**config.mk**
```make
export PLATFORM = sky130hd
export DESIGN_NAME = ultrasonic_echo_ranger
export DESIGN_NICKNAME = d
export VERILOG_FILES = /design/src/uer_pkg.sv /design/src/ultrasonic_echo_ranger.sv
export SDC_FILE = /design/constraint.sdc
export NUM_CORES = 1
export LEC_CHECK = 0
export ABC_AREA = 1
export BUFFER_PORTS_ARGS = -buffer_cell sky130_fd_sc_hd__buf_2
export CORE_MARGIN = 2
export CORE_UTILIZATION = 39
export DETAILED_ROUTE_END_ITERATION = 10
export SLEW_MARGIN = 5
export SYNTH_ARGS = -nofsm -noshare
export SYNTH_HDL_FRONTEND = slang
export SYNTH_SLANG_ARGS = --single-unit
```
**constraint.sdc**
```tcl
create_clock -name clk -period 8.6 [get_ports clk]
set_input_delay 0.86 -clock clk [delete_from_list [all_inputs] [get_ports clk]]
set_output_delay 0.86 -clock clk [all_outputs]
set_load 0.005 [all_outputs]
```
**src/uer_pkg.sv**
```systemverilog
// shared types and constants for the ultrasonic echo ranger
// no dependencies

package uer_pkg;

  localparam int PeriodW   = 16;
  localparam int MaxEchoW  = 20;
  localparam int SpeedW    = 10;
  localparam int StampW    = 32;
  localparam int DistW     = 29;
  localparam int ProdW     = MaxEchoW + SpeedW;
  localparam int AddrW     = 4;
  localparam int DataW     = 32;

  localparam logic [1:0] REG_PERIOD    = 2'd0;
  localparam logic [1:0] REG_MAX_ECHO  = 2'd1;
  localparam logic [1:0] REG_SPEED     = 2'd2;

  localparam logic [PeriodW-1:0]  PERIOD_RESET   = 16'd60;
  localparam logic [MaxEchoW-1:0] MAX_ECHO_RESET = 20'd25000;
  localparam logic [SpeedW-1:0]   SPEED_RESET    = 10'd340;

  localparam logic [PeriodW-1:0] MS_SAT = {PeriodW{1'b1}};

  localparam logic OP_TICK = 1'b0;
  localparam logic OP_EDGE = 1'b1;

  typedef enum logic [2:0] {
    PH_IDLE      = 3'b001,
    PH_TRIG_END  = 3'b010,
    PH_ECHO_WAIT = 3'b100
  } phase_t;

endpackage

```
**src/ultrasonic_echo_ranger.sv**
```systemverilog
// ultrasonic echo ranger top level: input register, sequencer update, result register
// depends on uer_pkg

// Usage:
//   in channel: opcode (tick or echo edge) and capture_value, with in_valid/in_stall.
//   out channel: one result word per input word: trig_level, measurement_done,
//   distance_valid, distance_um, with out_valid/out_stall.
//   an input word is registered, then the sequencer state and the result register
//   are updated from it when it advances out of the input register.
//   throughput is one word per cycle while the receiver does not stall; the distance
//   product is a single 20 x 10 bit multiply in the result path.
//   when the receiver stalls, the result register holds; one more word can wait in
//   the input register, after which in_stall rises until the result is taken.
//   synchronous reset clears the pipeline, the sequencer (idle, no edges, trigger low,
//   distance zero and invalid) and loads the register defaults 60 ms, 25000 us,
//   340 m/s. registers sit on the APB port at byte addresses 0, 4 and 8 and should
//   be written only while no word is in flight.

module ultrasonic_echo_ranger
  import uer_pkg::*;
(
  input  logic              clk,
  input  logic              rst,
  input  logic              in_valid,
  output logic              in_stall,
  input  logic              opcode,
  input  logic [StampW-1:0] capture_value,
  output logic              out_valid,
  input  logic              out_stall,
  output logic              trig_level,
  output logic              measurement_done,
  output logic              distance_valid,
  output logic [DistW-1:0]  distance_um,
  input  logic              psel,
  input  logic              penable,
  input  logic              pwrite,
  input  logic [AddrW-1:0]  paddr,
  input  logic [DataW-1:0]  pwdata,
  output logic [DataW-1:0]  prdata,
  output logic              pready
);

  logic [PeriodW-1:0]  period_ms;
  logic [MaxEchoW-1:0] max_echo_us;
  logic [SpeedW-1:0]   sound_speed;

  logic              s1_valid;
  logic              s1_opcode;
  logic [StampW-1:0] s1_capture;
  logic              s1_adv;
  logic              in_accept;

  phase_t            phase, phase_next;
  logic [1:0]        edge_count, edge_count_next;
  logic [StampW-1:0] echo_start, echo_start_next;
  logic [StampW-1:0] echo_end, echo_end_next;
  logic [PeriodW-1:0] ms_since_trigger, ms_since_trigger_next;
  logic              trigger_pin, trigger_pin_next;
  logic [DistW-1:0]  last_distance, last_distance_next;
  logic              last_valid, last_valid_next;
  logic              done;

  logic [PeriodW-1:0] ms_inc;
  logic [StampW-1:0]  dur;
  logic               dur_ok;
  logic [ProdW-1:0]   product;
  logic               cfg_write;

  // configuration port
  assign pready    = 1'b1;
  assign cfg_write = psel && penable && pwrite;

  always_ff @(posedge clk) begin
    if (rst) begin
      period_ms   <= PERIOD_RESET;
      max_echo_us <= MAX_ECHO_RESET;
      sound_speed <= SPEED_RESET;
    end else if (cfg_write) begin
      case (paddr[3:2])
        REG_PERIOD:   period_ms   <= pwdata[PeriodW-1:0];
        REG_MAX_ECHO: max_echo_us <= pwdata[MaxEchoW-1:0];
        REG_SPEED:    sound_speed <= pwdata[SpeedW-1:0];
        default: ;
      endcase
    end
  end

  always_comb begin
    case (paddr[3:2])
      REG_PERIOD:   prdata = {{(DataW-PeriodW){1'b0}}, period_ms};
      REG_MAX_ECHO: prdata = {{(DataW-MaxEchoW){1'b0}}, max_echo_us};
      REG_SPEED:    prdata = {{(DataW-SpeedW){1'b0}}, sound_speed};
      default:      prdata = '0;
    endcase
  end

  // handshake and input register
  assign s1_adv    = s1_valid && (!out_valid || !out_stall);
  assign in_stall  = s1_valid && !s1_adv;
  assign in_accept = in_valid && !in_stall;

  always_ff @(posedge clk) begin
    if (rst) begin
      s1_valid <= 1'b0;
    end else begin
      s1_valid <= in_accept || (s1_valid && !s1_adv);
    end
  end

  always_ff @(posedge clk) begin
    if (in_accept) begin
      s1_opcode  <= opcode;
      s1_capture <= capture_value;
    end
  end

  // sequencer update
  assign ms_inc  = (ms_since_trigger != MS_SAT) ? ms_since_trigger + 1'b1 : ms_since_trigger;
  assign dur     = echo_end - echo_start;
  assign dur_ok  = (dur != '0) && (dur < {{(StampW-MaxEchoW){1'b0}}, max_echo_us});
  assign product = dur[MaxEchoW-1:0] * sound_speed;

  always_comb begin
    phase_next            = phase;
    edge_count_next       = edge_count;
    echo_start_next       = echo_start;
    echo_end_next         = echo_end;
    ms_since_trigger_next = ms_since_trigger;
    trigger_pin_next      = trigger_pin;
    last_distance_next    = last_distance;
    last_valid_next       = last_valid;
    done                  = 1'b0;
    if (s1_opcode == OP_EDGE) begin
      if (edge_count == 2'd0) begin
        echo_start_next = s1_capture;
        edge_count_next = 2'd1;
      end else if (edge_count == 2'd1) begin
        echo_end_next   = s1_capture;
        edge_count_next = 2'd2;
      end
    end else begin
      ms_since_trigger_next = ms_inc;
      case (phase)
        PH_IDLE: begin
          if (ms_inc >= period_ms) begin
            trigger_pin_next      = 1'b1;
            ms_since_trigger_next = '0;
            edge_count_next       = 2'd0;
            phase_next            = PH_TRIG_END;
          end
        end
        PH_TRIG_END: begin
          if (ms_inc >= PeriodW'(1)) begin
            trigger_pin_next = 1'b0;
            phase_next       = PH_ECHO_WAIT;
          end
        end
        PH_ECHO_WAIT: begin
          if (edge_count == 2'd2) begin
            if (dur_ok) begin
              last_distance_next = product[ProdW-1:1];
              last_valid_next    = 1'b1;
            end else begin
              last_valid_next = 1'b0;
            end
            phase_next = PH_IDLE;
            done       = 1'b1;
          end else if (ms_inc >= period_ms) begin
            last_valid_next = 1'b0;
            edge_count_next = 2'd0;
            phase_next      = PH_IDLE;
            done            = 1'b1;
          end
        end
        default: begin
          phase_next = PH_IDLE;
        end
      endcase
    end
  end

  always_ff @(posedge clk) begin
    if (rst) begin
      phase            <= PH_IDLE;
      edge_count       <= 2'd0;
      echo_start       <= '0;
      echo_end         <= '0;
      ms_since_trigger <= '0;
      trigger_pin      <= 1'b0;
      last_distance    <= '0;
      last_valid       <= 1'b0;
    end else if (s1_adv) begin
      phase            <= phase_next;
      edge_count       <= edge_count_next;
      echo_start       <= echo_start_next;
      echo_end         <= echo_end_next;
      ms_since_trigger <= ms_since_trigger_next;
      trigger_pin      <= trigger_pin_next;
      last_distance    <= last_distance_next;
      last_valid       <= last_valid_next;
    end
  end

  // result register
  always_ff @(posedge clk) begin
    if (rst) begin
      out_valid <= 1'b0;
    end else if (s1_adv) begin
      out_valid <= 1'b1;
    end else if (!out_stall) begin
      out_valid <= 1'b0;
    end
  end

  always_ff @(posedge clk) begin
    if (s1_adv) begin
      trig_level       <= trigger_pin_next;
      measurement_done <= done;
      distance_valid   <= last_valid_next;
      distance_um      <= last_distance_next;
    end
  end

endmodule

```
==> flow_summary.ini <==
[run_status]
status = complete, no violations

[die]
ioPinCount = 143
dieHeight_um = 223.7
fp-row-count = 80
core_um2 = 47650
dieWidth_um = 223.7
die-area_um2 = 50050
start_util_pct = 39.51

[placement]
place_congestion = 0.9399
dp_cells = 3227
placed_area_um2 = 19890
io_buffer_count = 115
hpwl_mm = 39.57

[critical_path]
crit_fanout = 7
cpMostUsedCell = inv_1
worstSetupPathType = reg -> reg
slowest_stage = xnor2_1
cp_data_required_time_ns = 8.93
max_stage_delay_ns = 0.55
crit_path_end_kind = register
critPathLaunchType = register
crit_arrival_ns = 7.59

[pwr]
p_leak_nw = 10.46
pwr_density_cell_nw_per_um2 = 435.6
ir_worst_vdd_mv = 0.4618
power_mw = 9.052

[synth]
netlist.top_cell.by_area = dfxtp_1
async_reset_ff_share_pct = 0
synth_ff_type = dfxtp_1
synth_area_um2 = 18830
synth.distinct_cells = 47
netlist.area_leader.share_pct = 17.44
synth-seq-cells = 229
ys_seq_area_share_pct = 27.81
syn-instance-count = 2565
postSynthAreaPerCell_um2 = 7.340
yosys_warnings = 0
synth-edff-count = 65
synth.area.top_cells = dfxtp_1 17%, fa_1 15%, nand2_1 11%, edfxtp_1 10%, inv_1 8.9%

[routing]
finalWirelength_mm = 49.83
drc = 0
postRouteAntennaNets = 0
routedWlPerCell_um = 15.21
vias = 16430
viasPerCell = 5.013
drtIter0Drc = 1040
dr.pass1.iters = 5

[cts]
post-cts-setup-buffers = 0
cts_sinks = 229
cts-root-buf = clkbuf_16
cts_made_buffers = 27
clock_latency_ns = 0.57
hold_buffers = 0
cts_resized = 0
clk_path_buf_depth = 3
clk_pin_slew_worst_paths_ns = 0.06
cts_tree = built
cts_htree_levels = 1

[sta]
final-setup-viol-count = 0
relSlewSlack_pct = 25.31
final.setup.tns_ns = 0
period_share_pct = 84.37
skew_ns = 0.01366
final_max_slew_viol_count = 0
finalCriticalPeriod_ns = 7.256
worst_pin_slew_ns = 1.120
hold_violations = 0
max_freq_mhz = 137.8
rsz0062_at_grt = no

[run]
max_cap_violations = 0

[grt]
grt_pass1_vias = 16080
antenna_found_initial = 0
grt_max_degree = 118
grt_usage_pct = 20.11
overflow = 0
grt_pass1_wl_mm = 81.93

[layout]
fillCellCount = 4950
final_cell_area_um2 = 20780
layout-drive-gt1-share_pct = 7.626
diodes = 0
finalNetCount = 2993
area_growth_pct = 10.37
fin_cells = 3277

[hold_path]
hp-class = reg -> reg
## final cells by class
cell class / instances / area, µm² / share of cell area, %
clock buffers: 40 / 785.8 / 3.781
clock inverters: 10 / 106.4 / 0.5118
inverters: 462 / 1734 / 8.345
multi-input cells: 1795 / 11490 / 55.30
flip-flops and latches: 229 / 5235 / 25.19
well taps: 615 / 769.5 / 3.703
repair buffers: 126 / 658.1 / 3.167
## cell usage in the layout (no fill, tap or decap), types with 3 or more instances in the layout
cell / netlist / routed
inv_2: 6 / 7
clkbuf_8: 0 / 4
buf_4: 18 / 11
o21ai_1: 4 / 4
clkinv_1: 10 / 10
o211ai_1: 18 / 18
clkinv_2: 0 / 4
nor4_1: 4 / 4
a21oi_1: 173 / 173
conb_1: 2 / 13
dfxtp_1: 164 / 164
ha_1: 133 / 133
a31oi_1: 6 / 6
nand2_2: 12 / 12
inv_1: 446 / 445
nor3_1: 24 / 24
xnor2_1: 12 / 12
clkbuf_1: 62 / 8
o22ai_1: 6 / 6
edfxtp_1: 65 / 65
nor2_1: 325 / 323
nand4_1: 50 / 50
nand3_1: 81 / 80
xor2_1: 29 / 29
nand2_1: 565 / 565
nand3_2: 2 / 3
o21a_1: 5 / 5
o21ai_0: 146 / 146
buf_2: 8 / 115
fa_1: 143 / 143
o21bai_1: 6 / 6
nand3b_1: 8 / 8
o221ai_1: 10 / 10
nor2_2: 3 / 4
clkbuf_16: 0 / 28
## flip-flops by register name, indices dropped and copies added (netlist names), 2 cells and up
register,count
distance_um,29
echo_end,32
echo_start,32
edge_count,2
last_distance,29
max_echo_us,20
ms_since_trigger,16
period_ms,16
phase,3
s1_capture,32
sound_speed,10
## path summary, 6_finish.rpt
| kind | cells past startpoint | from | end | slack, ns |
|---|---|---|---|---|
| max | 31 | echo_start[11]$_SDFFE_PP0P_ | distance_um[24]$_DFFE_PP_ | 1.34 |
| max reg2reg | 31 | echo_start[11]$_SDFFE_PP0P_ | distance_um[24]$_DFFE_PP_ | 1.34 |
| min | 2 | echo_start[21]$_SDFFE_PP0P_ | echo_start[21]$_SDFFE_PP0P_ | 0.46 |
| min reg2reg | 2 | echo_start[21]$_SDFFE_PP0P_ | echo_start[21]$_SDFFE_PP0P_ | 0.46 |
## routing by layer
| layer | wire length (µm) | global-route usage, % | vias to the layer above |
|---|---|---|---|
| met3 | 2747 | 3.135 | 100 |
| li1 | - | - | 8219 |
| met4 | 2011 | 7.677 | 0 |
| met1 | 22200 | 26.17 | 7696 |
| met5 | 0 | 0 | - |
| met2 | 22880 | 33.66 | 412 |
## power by group
| group | leakage [nW] | internal [mW] | switching [mW] |
|---|---|---|---|
| logic | 8.06 | 2.31 | 4.42 |
| registers | 1.97 | 1.16 | 0.0201 |
| clock network | 0.437 | 0.668 | 0.478 |
| total | 10.5 | 4.14 | 4.91 |
## cell families (layout without fill, tap and decap cells)
family | after synthesis | count (layout) | share of synthesized area, %
flip-flops | 229 | 229 | 27.81
AND/OR/NAND/NOR | 1082 | 1082 | 23.60
AO/OA/AOI/OAI | 381 | 381 | 10.91
adder cells (fa/ha/maj) | 276 | 276 | 24.04
other | 2 | 13 | 0.03989
XOR/XNOR | 43 | 43 | 2.140
buffers and inverters | 552 | 638 | 11.46
## stage by stage
step	hold slack, ns	worst slack [ns]	utilization, %
after floorplan	0.4353	2.479	-
after global placement	0.4485	1.370	41.74
after detailed placement	0.4552	1.348	41.74
after CTS	0.4319	1.334	43.61
after global routing	0.4308	0.8023	43.61
final	0.4600	1.344	43.61
## synthesized netlist by cell type (2+ instances only)
library cell	number
a211oi_1	2
a21o_1	2
a21oi_1	173
a31oi_1	6
and3_1	2
buf_2	8
buf_4	18
clkbuf_1	62
clkinv_1	10
conb_1	2
dfxtp_1	164
edfxtp_1	65
fa_1	143
ha_1	133
inv_1	446
inv_2	6
nand2_1	565
nand2_2	12
nand3_1	81
nand3_2	2
nand3b_1	8
nand4_1	50
nor2_1	325
nor2_2	3
nor3_1	24
nor4_1	4
o211ai_1	18
o21a_1	5
o21ai_0	146
o21ai_1	4
o21bai_1	6
o221ai_1	10
o22ai_1	6
or2_2	2
xnor2_1	12
xor2_1	29
## critical path, delay by kind of cell, from the launching register on
kind                       cells  cell delay, ns
AOI/OAI and AO/OA              1            0.23
and+or+nand+nor               14            1.93
buffers and inverters          7            0.67
DFF                            1            0.31
xor gates and xnor gates       2            0.73
adders and majority gates      7            3.13
Note: power is estimated with default switching activity, not from simulation.
